[config.mk]
export PLATFORM = sky130hd
export DESIGN_NAME = stereo_double_median_filter_top_flat
export DESIGN_NICKNAME = d
export VERILOG_FILES = /design/src/design/sdmf_pkg.sv /design/src/design/sdmf_req_if.sv /design/src/design/sdmf_rsp_if.sv /design/src/design/sdmf_median1.sv /design/src/design/sdmf_median2.sv /design/src/design/stereo_double_median_filter_top.sv /design/src/flat_wrapper.sv
export SDC_FILE = /design/constraint.sdc
export NUM_CORES = 2
export LEC_CHECK = 0
export BUFFER_PORTS_ARGS = -buffer_cell sky130_fd_sc_hd__buf_4
export CAP_MARGIN = 25
export CORE_MARGIN = 4
export CORE_UTILIZATION = 30
export CTS_BUF_LIST = sky130_fd_sc_hd__clkbuf_8
export DETAILED_ROUTE_END_ITERATION = 12
export PLACE_DENSITY = 0.52
export SKIP_LAST_GASP = 1
export SLEW_MARGIN = 10
export SYNTH_ARGS = -nofsm -noshare
export SYNTH_HDL_FRONTEND = slang
export SYNTH_HIERARCHICAL = 1
export SYNTH_SLANG_ARGS = --single-unit
export TNS_END_PERCENT = 20
[constraint.sdc]
create_clock -name clock -period 30.3 [get_ports clock]
set_clock_uncertainty 0.15 [all_clocks]
set_input_delay 4.545 -clock clock [delete_from_list [all_inputs] [get_ports clock]]
set_output_delay 4.545 -clock clock [all_outputs]
set_load 0.1 [all_outputs]
[src/design/sdmf_pkg.sv]
`timescale 1ns / 1ps
package sdmf_pkg;

   localparam int unsigned BEFORE1 = 2;
   localparam int unsigned AFTER1  = 2;
   localparam int unsigned BEFORE2 = 2;
   localparam int unsigned AFTER2  = 2;

   localparam int unsigned MAXB     = (BEFORE1 > BEFORE2) ? BEFORE1 : BEFORE2;
   localparam int unsigned IN_DEPTH = MAXB + AFTER1 + AFTER2 + 1;
   localparam int unsigned M1_LEN   = BEFORE1 + AFTER1 + 1;
   localparam int unsigned M2_LEN   = BEFORE2 + AFTER2 + 1;
   localparam int unsigned LIST_MAX = (M1_LEN > M2_LEN) ? M1_LEN : M2_LEN;
   localparam int unsigned MID1     = M1_LEN / 2;
   localparam int unsigned MID2     = M2_LEN / 2;

   // odd-even transposition layers applied in each pipeline stage
   localparam int unsigned LAYERS_PER_STAGE = 2;
   localparam int unsigned SORT1_STAGES = (M1_LEN + LAYERS_PER_STAGE - 1) / LAYERS_PER_STAGE;
   localparam int unsigned SORT2_STAGES = (M2_LEN + LAYERS_PER_STAGE - 1) / LAYERS_PER_STAGE;

   typedef logic signed [15:0] sample_type;
   typedef sample_type list_type [LIST_MAX];
   typedef sample_type tap_type [M2_LEN];

   typedef struct packed {
      sample_type right;
      sample_type left;
   } pair_type;

   typedef struct {
      sample_type m1_left;
      sample_type m1_right;
      tap_type    x_left;
      tap_type    x_right;
   } m1_item_type;

   // Apply the layers of one pipeline stage to the first n entries.
   function automatic list_type sort_step(list_type a, int unsigned step, int unsigned n);
      list_type    r;
      list_type    t;
      int unsigned layer;
      r = a;
      for (int unsigned s = 0; s < LAYERS_PER_STAGE; s++) begin
         layer = step * LAYERS_PER_STAGE + s;
         t = r;
         for (int unsigned j = 0; j + 1 < LIST_MAX; j++) begin
            if (layer < n && j + 1 < n && (j % 2) == (layer % 2) && t[j] > t[j + 1]) begin
               r[j]     = t[j + 1];
               r[j + 1] = t[j];
            end
         end
      end
      return r;
   endfunction

   function automatic logic is_sorted(list_type a, int unsigned n);
      logic ok;
      ok = 1'b1;
      for (int unsigned j = 0; j + 1 < LIST_MAX; j++) begin
         if (j + 1 < n && a[j] > a[j + 1]) begin
            ok = 1'b0;
         end
      end
      return ok;
   endfunction

endpackage

[src/design/sdmf_req_if.sv]
`timescale 1ns / 1ps
interface sdmf_req_if;
   logic                 valid;
   logic                 ready;
   sdmf_pkg::sample_type left_in;
   sdmf_pkg::sample_type right_in;

   modport source (output valid, output left_in, output right_in, input ready);
   modport sink (input valid, input left_in, input right_in, output ready);
endinterface

[src/design/sdmf_rsp_if.sv]
`timescale 1ns / 1ps
interface sdmf_rsp_if;
   logic                 valid;
   logic                 ready;
   sdmf_pkg::sample_type left_out;
   sdmf_pkg::sample_type right_out;

   modport source (output valid, output left_out, output right_out, input ready);
   modport sink (input valid, input left_out, input right_out, output ready);
endinterface

[src/design/sdmf_median1.sv]
`timescale 1ns / 1ps
module sdmf_median1 (
   input  logic                  clock,
   input  logic                  reset,
   sdmf_req_if.sink              req,
   output logic                  out_valid,
   input  logic                  out_ready,
   output sdmf_pkg::m1_item_type out_item
);

   localparam int unsigned S = sdmf_pkg::SORT1_STAGES;

   typedef struct {
      sdmf_pkg::list_type l;
      sdmf_pkg::list_type r;
      sdmf_pkg::tap_type  x_left;
      sdmf_pkg::tap_type  x_right;
   } stage_type;

   sdmf_pkg::pair_type win_ff [sdmf_pkg::IN_DEPTH];
   sdmf_pkg::pair_type win_in [sdmf_pkg::IN_DEPTH];
   stage_type          pipe_ff [S + 1];
   stage_type          pipe_in [S + 1];
   logic [S:0]         valid_ff;
   logic [S:0]         load;
   logic               accept;

   // a stage loads when empty or when its successor takes its item
   always_comb begin
      load[S] = !valid_ff[S] || out_ready;
      for (int k = S - 1; k >= 0; k--) begin
         load[k] = !valid_ff[k] || load[k + 1];
      end
   end

   assign req.ready = load[0];
   assign accept    = req.valid && load[0];

   always_comb begin
      win_in[0] = {req.right_in, req.left_in};
      for (int i = 1; i < sdmf_pkg::IN_DEPTH; i++) begin
         win_in[i] = win_ff[i - 1];
      end
   end

   always_comb begin
      for (int i = 0; i < sdmf_pkg::LIST_MAX; i++) begin
         pipe_in[0].l[i] = '0;
         pipe_in[0].r[i] = '0;
      end
      for (int i = 0; i < sdmf_pkg::M1_LEN; i++) begin
         pipe_in[0].l[i] = win_in[i].left;
         pipe_in[0].r[i] = win_in[i].right;
      end
      // carry the samples that stage two pairs with the medians
      for (int i = 0; i < sdmf_pkg::M2_LEN; i++) begin
         pipe_in[0].x_left[i]  = win_in[sdmf_pkg::AFTER1 + i].left;
         pipe_in[0].x_right[i] = win_in[sdmf_pkg::AFTER1 + i].right;
      end
      for (int k = 1; k <= S; k++) begin
         pipe_in[k].l = sdmf_pkg::sort_step(pipe_ff[k - 1].l, k - 1, sdmf_pkg::M1_LEN);
         pipe_in[k].r = sdmf_pkg::sort_step(pipe_ff[k - 1].r, k - 1, sdmf_pkg::M1_LEN);
         pipe_in[k].x_left  = pipe_ff[k - 1].x_left;
         pipe_in[k].x_right = pipe_ff[k - 1].x_right;
      end
   end

   always_ff @(posedge clock) begin
      if (reset) begin
         valid_ff <= '0;
         for (int i = 0; i < sdmf_pkg::IN_DEPTH; i++) begin
            win_ff[i] <= '0;
         end
      end else begin
         if (accept) begin
            for (int i = 0; i < sdmf_pkg::IN_DEPTH; i++) begin
               win_ff[i] <= win_in[i];
            end
         end
         if (load[0]) begin
            valid_ff[0] <= req.valid;
         end
         for (int k = 1; k <= S; k++) begin
            if (load[k]) begin
               valid_ff[k] <= valid_ff[k - 1];
            end
         end
      end
   end

   always_ff @(posedge clock) begin
      for (int k = 0; k <= S; k++) begin
         if (load[k]) begin
            pipe_ff[k] <= pipe_in[k];
         end
      end
   end

   assign out_valid        = valid_ff[S];
   assign out_item.m1_left  = pipe_ff[S].l[sdmf_pkg::MID1];
   assign out_item.m1_right = pipe_ff[S].r[sdmf_pkg::MID1];
   assign out_item.x_left   = pipe_ff[S].x_left;
   assign out_item.x_right  = pipe_ff[S].x_right;

   a_sorted: assert property (@(posedge clock) disable iff (reset)
      valid_ff[S] |-> (sdmf_pkg::is_sorted(pipe_ff[S].l, sdmf_pkg::M1_LEN) &&
                       sdmf_pkg::is_sorted(pipe_ff[S].r, sdmf_pkg::M1_LEN)))
      else $error("stage one list not sorted at the last stage");

   a_window: assert property (@(posedge clock) disable iff (reset)
      accept |=> win_ff[0] == $past({req.right_in, req.left_in}))
      else $error("input window did not take the accepted item");

   a_full: assert property (@(posedge clock) disable iff (reset)
      !req.ready |-> ((&valid_ff) && !out_ready))
      else $error("input stalled while the pipeline has room");

endmodule

[src/design/sdmf_median2.sv]
`timescale 1ns / 1ps
module sdmf_median2 (
   input  logic                  clock,
   input  logic                  reset,
   input  logic                  in_valid,
   output logic                  in_ready,
   input  sdmf_pkg::m1_item_type in_item,
   sdmf_rsp_if.source            rsp
);

   localparam int unsigned S = sdmf_pkg::SORT2_STAGES;

   typedef struct {
      sdmf_pkg::list_type   l;
      sdmf_pkg::list_type   r;
      sdmf_pkg::sample_type c_left;
      sdmf_pkg::sample_type c_right;
   } stage_type;

   sdmf_pkg::pair_type   fmw_ff [sdmf_pkg::M2_LEN];
   sdmf_pkg::pair_type   fmw_in [sdmf_pkg::M2_LEN];
   stage_type            pipe_ff [S + 1];
   stage_type            pipe_in [S + 1];
   logic [S:0]           valid_ff;
   logic [S:0]           load;
   logic                 accept;
   logic                 out_load;
   logic                 out_valid_ff;
   sdmf_pkg::sample_type out_left_ff;
   sdmf_pkg::sample_type out_right_ff;
   sdmf_pkg::sample_type out_left_in;
   sdmf_pkg::sample_type out_right_in;

   // (x - m) / 2 truncated toward zero; the result always fits 16 bits
   function automatic sdmf_pkg::sample_type half_diff(sdmf_pkg::sample_type x,
                                                     sdmf_pkg::sample_type m);
      logic signed [16:0] d;
      logic signed [16:0] t;
      d = {x[15], x} - {m[15], m};
      t = d + {16'b0, d[16]};
      return t[16:1];
   endfunction

   assign out_load = !out_valid_ff || rsp.ready;

   always_comb begin
      load[S] = !valid_ff[S] || out_load;
      for (int k = S - 1; k >= 0; k--) begin
         load[k] = !valid_ff[k] || load[k + 1];
      end
   end

   assign in_ready = load[0];
   assign accept   = in_valid && load[0];

   always_comb begin
      fmw_in[0] = {in_item.m1_right, in_item.m1_left};
      for (int i = 1; i < sdmf_pkg::M2_LEN; i++) begin
         fmw_in[i] = fmw_ff[i - 1];
      end
   end

   always_comb begin
      for (int i = 0; i < sdmf_pkg::LIST_MAX; i++) begin
         pipe_in[0].l[i] = '0;
         pipe_in[0].r[i] = '0;
      end
      for (int i = 0; i < sdmf_pkg::M2_LEN; i++) begin
         pipe_in[0].l[i] = half_diff(in_item.x_left[i], fmw_in[i].left);
         pipe_in[0].r[i] = half_diff(in_item.x_right[i], fmw_in[i].right);
      end
      pipe_in[0].c_left  = fmw_in[sdmf_pkg::AFTER2].left;
      pipe_in[0].c_right = fmw_in[sdmf_pkg::AFTER2].right;
      for (int k = 1; k <= S; k++) begin
         pipe_in[k].l = sdmf_pkg::sort_step(pipe_ff[k - 1].l, k - 1, sdmf_pkg::M2_LEN);
         pipe_in[k].r = sdmf_pkg::sort_step(pipe_ff[k - 1].r, k - 1, sdmf_pkg::M2_LEN);
         pipe_in[k].c_left  = pipe_ff[k - 1].c_left;
         pipe_in[k].c_right = pipe_ff[k - 1].c_right;
      end
   end

   // double the median and add the centre stage-one median, wrapping to 16 bits
   assign out_left_in  = {pipe_ff[S].l[sdmf_pkg::MID2][14:0], 1'b0} + pipe_ff[S].c_left;
   assign out_right_in = {pipe_ff[S].r[sdmf_pkg::MID2][14:0], 1'b0} + pipe_ff[S].c_right;

   always_ff @(posedge clock) begin
      if (reset) begin
         valid_ff     <= '0;
         out_valid_ff <= 1'b0;
         for (int i = 0; i < sdmf_pkg::M2_LEN; i++) begin
            fmw_ff[i] <= '0;
         end
      end else begin
         if (accept) begin
            for (int i = 0; i < sdmf_pkg::M2_LEN; i++) begin
               fmw_ff[i] <= fmw_in[i];
            end
         end
         if (load[0]) begin
            valid_ff[0] <= in_valid;
         end
         for (int k = 1; k <= S; k++) begin
            if (load[k]) begin
               valid_ff[k] <= valid_ff[k - 1];
            end
         end
         if (out_load) begin
            out_valid_ff <= valid_ff[S];
         end
      end
   end

   always_ff @(posedge clock) begin
      for (int k = 0; k <= S; k++) begin
         if (load[k]) begin
            pipe_ff[k] <= pipe_in[k];
         end
      end
      if (out_load) begin
         out_left_ff  <= out_left_in;
         out_right_ff <= out_right_in;
      end
   end

   assign rsp.valid     = out_valid_ff;
   assign rsp.left_out  = out_left_ff;
   assign rsp.right_out = out_right_ff;

   a_sorted: assert property (@(posedge clock) disable iff (reset)
      valid_ff[S] |-> (sdmf_pkg::is_sorted(pipe_ff[S].l, sdmf_pkg::M2_LEN) &&
                       sdmf_pkg::is_sorted(pipe_ff[S].r, sdmf_pkg::M2_LEN)))
      else $error("stage two list not sorted at the last stage");

   a_median_window: assert property (@(posedge clock) disable iff (reset)
      accept |=> fmw_ff[0] == $past({in_item.m1_right, in_item.m1_left}))
      else $error("median window did not take the accepted item");

   a_full: assert property (@(posedge clock) disable iff (reset)
      !in_ready |-> ((&valid_ff) && out_valid_ff && !rsp.ready))
      else $error("stage two stalled while it has room");

endmodule

[src/design/stereo_double_median_filter_top.sv]
`timescale 1ns / 1ps
// Stereo double median filter.
// req carries one stereo pair (left_in, right_in) per item, rsp one filtered
// pair (left_out, right_out); both use valid/ready, an item moves on a rising
// clock edge with valid and ready high. Every accepted item gives exactly one
// result, in order. A result belongs to the input taken AFTER1 + AFTER2 items
// earlier; the first results come from the zero-filled windows.
// Throughput: one item per cycle while rsp.ready stays high. Each item passes
// the window capture, the two odd-even transposition sorting pipelines, two
// layers per stage, then the difference stage and the output register.
// Reset clears both sample windows to zero and empties the pipeline.
// When the receiver holds rsp.ready low the result stays in the output
// register; the pipeline keeps taking items until every stage is full, and
// only then drops req.ready. Nothing is lost or repeated.
module stereo_double_median_filter_top (
   input logic        clock,
   input logic        reset,
   sdmf_req_if.sink   req,
   sdmf_rsp_if.source rsp
);

   logic                  m1_valid;
   logic                  m1_ready;
   sdmf_pkg::m1_item_type m1_item;

   sdmf_median1 u_median1 (
      .clock     (clock),
      .reset     (reset),
      .req       (req),
      .out_valid (m1_valid),
      .out_ready (m1_ready),
      .out_item  (m1_item)
   );

   sdmf_median2 u_median2 (
      .clock    (clock),
      .reset    (reset),
      .in_valid (m1_valid),
      .in_ready (m1_ready),
      .in_item  (m1_item),
      .rsp      (rsp)
   );

endmodule

[src/flat_wrapper.sv]
// flat-port wrapper written by rule: the top's interface ports become plain ports
module stereo_double_median_filter_top_flat 
  (clock, reset, req_valid, req_left_in, req_right_in, req_ready, rsp_valid, rsp_left_out, rsp_right_out, rsp_ready);
  sdmf_req_if req_i ();
  sdmf_rsp_if rsp_i ();
  input logic clock;
  input logic reset;
  input wire logic [$bits(req_i.valid)-1:0] req_valid;
  input wire logic [$bits(req_i.left_in)-1:0] req_left_in;
  input wire logic [$bits(req_i.right_in)-1:0] req_right_in;
  output wire logic [$bits(req_i.ready)-1:0] req_ready;
  output wire logic [$bits(rsp_i.valid)-1:0] rsp_valid;
  output wire logic [$bits(rsp_i.left_out)-1:0] rsp_left_out;
  output wire logic [$bits(rsp_i.right_out)-1:0] rsp_right_out;
  input wire logic [$bits(rsp_i.ready)-1:0] rsp_ready;
  assign req_i.valid = req_valid;
  assign req_i.left_in = req_left_in;
  assign req_i.right_in = req_right_in;
  assign req_ready = req_i.ready;
  assign rsp_valid = rsp_i.valid;
  assign rsp_left_out = rsp_i.left_out;
  assign rsp_right_out = rsp_i.right_out;
  assign rsp_i.ready = rsp_ready;
  stereo_double_median_filter_top u_core (.clock(clock), .reset(reset), .req(req_i), .rsp(rsp_i));
endmodule
Yosys cells after proc, flatten, opt, wreduce, memory -nomap -nowiden

Memories as Yosys holds them, arrays and structs flattened.
Index checks and enable logic that the tools add are counted.

Memories: 4
Logic and storage cells: 185
Output and inout bits: 34
Register bits after elaboration: 41
Input port bits: 36
RAM bits: 2432

Order comparisons: 40
Multiplexer cells: 76
Reduce and logical (&&, ||, !) cells: 20
Bitwise gates (word level): 12
Add/sub/neg operators: 22

Memories:

| memory                   | words | bits a word | rd ports | clocked after Yosys merged registers in | wr ports | line               | source |
|---|---|---|---|---|---|---|---|
| u_core.u_median1.pipe_ff | 4     | 320         | 4        | 0                                       | 4        | sdmf_median1.sv:22 | `stage_type pipe_ff [S + 1];` |
| u_core.u_median2.pipe_ff | 4     | 192         | 4        | 0                                       | 4        | sdmf_median2.sv:22 | `stage_type pipe_ff [S + 1];` |
| u_core.u_median1.win_ff  | 7     | 32          | 6        | 0                                       | 7        | sdmf_median1.sv:20 | `sdmf_pkg::pair_type win_ff [sdmf_pkg::IN_DEPTH];` |
| u_core.u_median2.fmw_ff  | 5     | 32          | 4        | 0                                       | 5        | sdmf_median2.sv:20 | `sdmf_pkg::pair_type fmw_ff [sdmf_pkg::M2_LEN];` |

Operators with widths:

| operator                                       | number |
|---|---|
| 32-bit 2-to-1 mux                              | 52 |
| 16-bit > comparator                            | 40 |
| 17-bit by 1-bit adder with 17-bit output       | 10 |
| 16-bit by 16-bit subtractor with 17-bit output | 10 |
| 16-bit adder                                   | 2 |
| 1-bit 2-to-1 mux                               | 24 |
| 1-bit OR                                       | 12 |
| 1-bit logical NOT                              | 9 |
| 1-bit logical OR                               | 9 |
| 1-bit logical AND                              | 2 |

Longest topological paths before layout

Word-level depth: 15
Gate-level depth with buffers: 25
Depth with buffers taken out: 21

By module

The synthesis kept the hierarchy.

Modules (own cells, without submodules):

| module       | area each (um2) | seq. area each (um2) | times used | cells each |
|---|---|---|---|---|
| sdmf_median1 | 48441.5         | 34673.3              | 1          | 2941 |
| sdmf_median2 | 46515.9         | 21180.3              | 1          | 4216 |

Worst setup path after synthesis

No wires, ideal clock.

Path type: input to register
Start point: input rsp_ready
End point: memory u_core/u_median1/win_ff[0][0] (netlist name) (enable)
Buffers on the path: 0
Cell stages on the path: 7
Setup slack: 4565 ps
Arrival: 24023 ps
Setup time: 1562 ps
Required time: 28588 ps
Cell sequence: nor2b_1 -> and3_1 -> nand3_1 -> nor2b_1 -> nand4_1 -> nand2_1 -> nand2b_1

RTL lines:

| what            | line               | source |
|---|---|---|
| start, declared | flat_wrapper.sv:15 | `input wire logic [$bits(rsp_i.ready)-1:0] rsp_ready;` |
| end, declared   | sdmf_median1.sv:20 |  |

Worst setup path in the final report

Start point: input rsp_ready
End point: output req_ready

Longest elaborated chain between the ends: 9

RTL lines:

| what                          | line                                  | source |
|---|---|---|
| 1-bit logical OR              | sdmf_median2.sv:44                    | `assign out_load = !out_valid_ff \|\| rsp.ready;` |
| 1-bit logical OR              | sdmf_median2.sv:47                    | `load[S] = !valid_ff[S] \|\| out_load;` |
| 1-bit logical OR (3 in a row) | sdmf_median2.sv:49                    | `load[k] = !valid_ff[k] \|\| load[k + 1];` |
| net u_core.m1_ready           | stereo_double_median_filter_top.sv:23 | `logic m1_ready;` |
| 1-bit logical OR              | sdmf_median1.sv:30                    | `load[S] = !valid_ff[S] \|\| out_ready;` |
| 1-bit logical OR (3 in a row) | sdmf_median1.sv:32                    | `load[k] = !valid_ff[k] \|\| load[k + 1];` |
| end, declared                 | flat_wrapper.sv:11                    | `output wire logic [$bits(req_i.ready)-1:0] req_ready;` |

The timed path passes the listed nets, and every way through them passes these cells.

==> summary.txt <==
status: completed
xor-xnor portion of the synthesized cell area: 2.52%
number of buffers inserted to repair setup after CTS: 0
final clock period utilization by the worst path: 39.2%
kind of capture point of the worst setup path: output port
synthesis-to-finish area growth: 12.5%
port bufs: 69
area of the core: 0.315 mm^2
top area cells in the synthesized netlist: sky130_fd_sc_hd__edfxtp_1 (59%), sky130_fd_sc_hd__ha_1 (10%), sky130_fd_sc_hd__mux2_2 (4.8%)
pin count of the biggest net entering global routing: 162
initial detailed-routing violation count: 3789
average wire length per cell after detail routing: 19.3 um
area fraction in compound gates after synthesis: 6.71%
share of flip-flops with an asynchronous set or reset after synthesis: 0%
CTS Hold Bufs: 0
count of vias placed by the detailed router: 55700
number of buffers on the longest clock path: 4
Critical R2R Launch: u_core/u_median1/pipe_ff[0][207]
Die Span X: 571 um
final wirelength: 229 mm
global-route usage over all layers: 13.7%
Leakage: 45.2 nW
Mapped Cells: 7157
Final min period: 11860 ps
startpoint of the tightest hold check path: u_core/u_median1/pipe_ff[0][26]
switching power as a share of total power: 37.6%
Post-synth EDFFs: 1854
Worst Slack Setup Final: 18440 ps
setup slack of the worst register-to-register path: 24350 ps
Worst Tran Pin Value: 1160 ps
Synth top area share: 58.6%
dominant combinational cell family by area after synthesis: adder cells
met2 GRT Util: 20.8%
CTS Root Buffer Type: sky130_fd_sc_hd__clkbuf_8
critical path type: in2out
most common cell in the synthesized netlist: sky130_fd_sc_hd__edfxtp_1
final estimated routing congestion in global placement: 0.884
Site Rows: 206
power density over the cells: 103 mW/mm^2
clock slew at the register clock pins of the worst setup and hold paths: 60 ps
crit path DAT: 7170 ps
met1 Resource Use GR: 20.0%
placed cell count: 11300
GRT Max-Usage Layer: met2
termination of the worst setup path: req_ready
post-synthesis adder-cell area fraction: 10.5%
first-pass GRT wire length: 345 mm
top post-synthesis cells by count: sky130_fd_sc_hd__edfxtp_1 (1854), sky130_fd_sc_hd__inv_1 (813), sky130_fd_sc_hd__ha_1 (774), sky130_fd_sc_hd__mux2i_1 (438), sky130_fd_sc_hd__mux2_2 (403)
Worst VDD drop: 0.0961 mV
DRC errors left: 0
data required time of the worst path: 25610 ps
post-synthesis mux area share: 9.60%
leftover overflow at the end of global routing: 0
Combinational Power Share: 44.5%
final-report max-slew violation count: 0
number of global-route vias before repair: 55900
clock tree from TritonCTS: done
syn_area_per_cell: 13.3 um^2
setup repair after global routing missed its margin: false
final cell count without fillers: 11900
Hold WC Path Type: reg2reg
count of warnings emitted by yosys: 6
R2R cell count: 14
Post-DP HPWL: 173 mm
post-layout util: 33.9%
CTS buffer count: 330
share of layout cells above drive strength 1: 13.1%
endpoints failing setup: 0
post-place setup slack: 18330 ps
Total Die Area: 0.326 mm^2
floorplan die height: 571 um
initial antenna violation count: 17
count of max-cap constraint violations: 0
final hold violation count: 0
endpoint of the lowest-slack register-to-register path: u_core/u_median1/pipe_ff[1][178]
slew margin rel.: 22.6%
CTS sink count: 1863
number of gates given a new drive strength after cts: 0
average vias per placed instance: 4.70
most area-hungry cell type in the Yosys netlist: sky130_fd_sc_hd__edfxtp_1
relative contribution of the clock network to total power: 19.5%
highest net fanout along the worst path: 6
power consumption: 11.0 mW
Nets: 8279
post-synth design cell area: 0.0950 mm^2
number of different library cells in the post-synthesis netlist: 90
Post-Syn Nets: 7979
post-route setup TNS: 0 ps
clock network latency to the later pin of the worst-skew pair: 940 ps
sequential area share after synthesis: 58.8%
part of the power in registers: 36.0%
CP Launch Point: rsp_ready
number of synthesized register bits: 1863
simple-gate share of the synthesized area: 7.94%
starting density of the core: 30.1%
Power Internal: 6.88 mW
crit start category: primary input
met3 global-route usage: 1.87%
maximum level of the CTS H-tree: 5
Fmax: 0.0843 GHz
dominant register cell in the synthesized netlist: sky130_fd_sc_hd__edfxtp_1
Psw: 4.14 mW
post-detailed-route count of antenna-violating nets: 0
io pins: 70
number of detailed-routing iterations run before antenna repair: 5
## per-stage QoR
step	instance area [um^2]	hold WS [ps]
6_report	107000	243
5_1_grt	107000	262
4_1_cts	107000	246
3_5_place_dp	101000	255
3_3_place_gp	100000	252
2_1_floorplan	95000	250
## cells by family (layout without fill, tap and decap cells)
group | Yosys count | count (layout)
flip-flops | 1863 | 1863
AND/OR/NAND/NOR | 1422 | 1422
AO/OA/AOI/OAI | 988 | 988
buffers and inverters | 971 | 1514
multiplexers | 854 | 854
adder cells (fa/ha/maj) | 786 | 786
XOR/XNOR | 273 | 273
other | 0 | 4
## registers in the layout, indices dropped and copies added, names as in the netlist
name and count:
u_core/u_median2/fmw_ff 128, u_core/u_median2/pipe_ff 542, u_core/u_median2/rsp.left_out 16, u_core/u_median1/pipe_ff 960
u_core/u_median2/valid_ff 4, u_core/u_median1/win_ff 192, u_core/u_median2/rsp.valid 1, u_core/u_median1/valid_ff 4
u_core/u_median2/rsp.right_out 16
## worst max-delay path, stage by stage
cell                      delay, ps
sky130_fd_sc_hd__buf_4          120
sky130_fd_sc_hd__nor2b_1        330
sky130_fd_sc_hd__and3_1         420
sky130_fd_sc_hd__nand3_4        190
sky130_fd_sc_hd__nor2b_1        320
sky130_fd_sc_hd__buf_4          260
sky130_fd_sc_hd__nand4_1        490
sky130_fd_sc_hd__buf_4          450
## placed cells by master, fill, tap and decap left out, drive strengths merged, types with 16 or more instances in the layout
master | netlist | layout
o31ai | 18 | 18
o21a | 42 | 42
buf | 51 | 123
xor2 | 113 | 113
a31oi | 28 | 28
mux2 | 416 | 416
nand4 | 152 | 152
nor4 | 28 | 28
clkinv | 0 | 107
xnor2 | 160 | 160
nor2 | 232 | 232
a21oi | 320 | 320
o41ai | 19 | 19
mux2i | 438 | 438
edfxtp | 1854 | 1854
a21o | 178 | 178
nor2b | 83 | 83
nand3 | 81 | 81
or4 | 16 | 16
or3 | 29 | 29
inv | 813 | 920
a211oi | 32 | 32
a2111oi | 16 | 16
o21ai | 183 | 183
and3 | 24 | 24
nor3 | 187 | 187
clkbuf | 107 | 339
o211ai | 26 | 26
nand2b | 38 | 38
and2 | 223 | 223
ha | 774 | 774
or2 | 17 | 17
nand2 | 249 | 249
## worst min path at each step
stage,end,slack [ps],cells after the start
after global placement,u_core/u_median2/pipe_ff[3][31],250,0
after detailed placement,u_core/u_median1/pipe_ff[0][81],250,0
after floorplan,u_core/u_median1/pipe_ff[0][0],250,0
final,u_core/u_median1/pipe_ff[1][26],240,0
after global routing,u_core/u_median1/pipe_ff[1][102],260,0
after CTS,u_core/u_median1/pipe_ff[1][26],250,0
## power by group through the flow
stage / sequential, mW / clock, mW / combinational, mW
global placement: 4.01 / 0 / 4.74
CTS: 3.98 / 2.24 / 4.92
floorplan: 3.98 / 0 / 3.50
global route: 4.02 / 2.36 / 5.43
finish: 3.97 / 2.15 / 4.90
detailed placement: 4.02 / 0 / 4.88
## per-layer routing
| layer | up-vias | wire length [um] |
|---|---|---|
| met5 | - | 0 |
| met4 | 0 | 8640 |
| met3 | 426 | 8740 |
| met2 | 1236 | 98000 |
| met1 | 26900 | 114000 |
| li1 | 27200 | - |
## final cells by class
class | count | area [um^2]
Inverter | 813 | 3060
Clock inverter | 237 | 1350
Timing Repair Buffer | 126 | 1190
Tap cell | 4160 | 5200
Antenna cell | 4 | 10.0
Clock buffer | 338 | 4650
Sequential cell | 1863 | 55900
Multi-Input combinational cell | 4323 | 35500
Fill cell | 30700 | 208000
No activity file was read; power rests on OpenSTA's default activity.
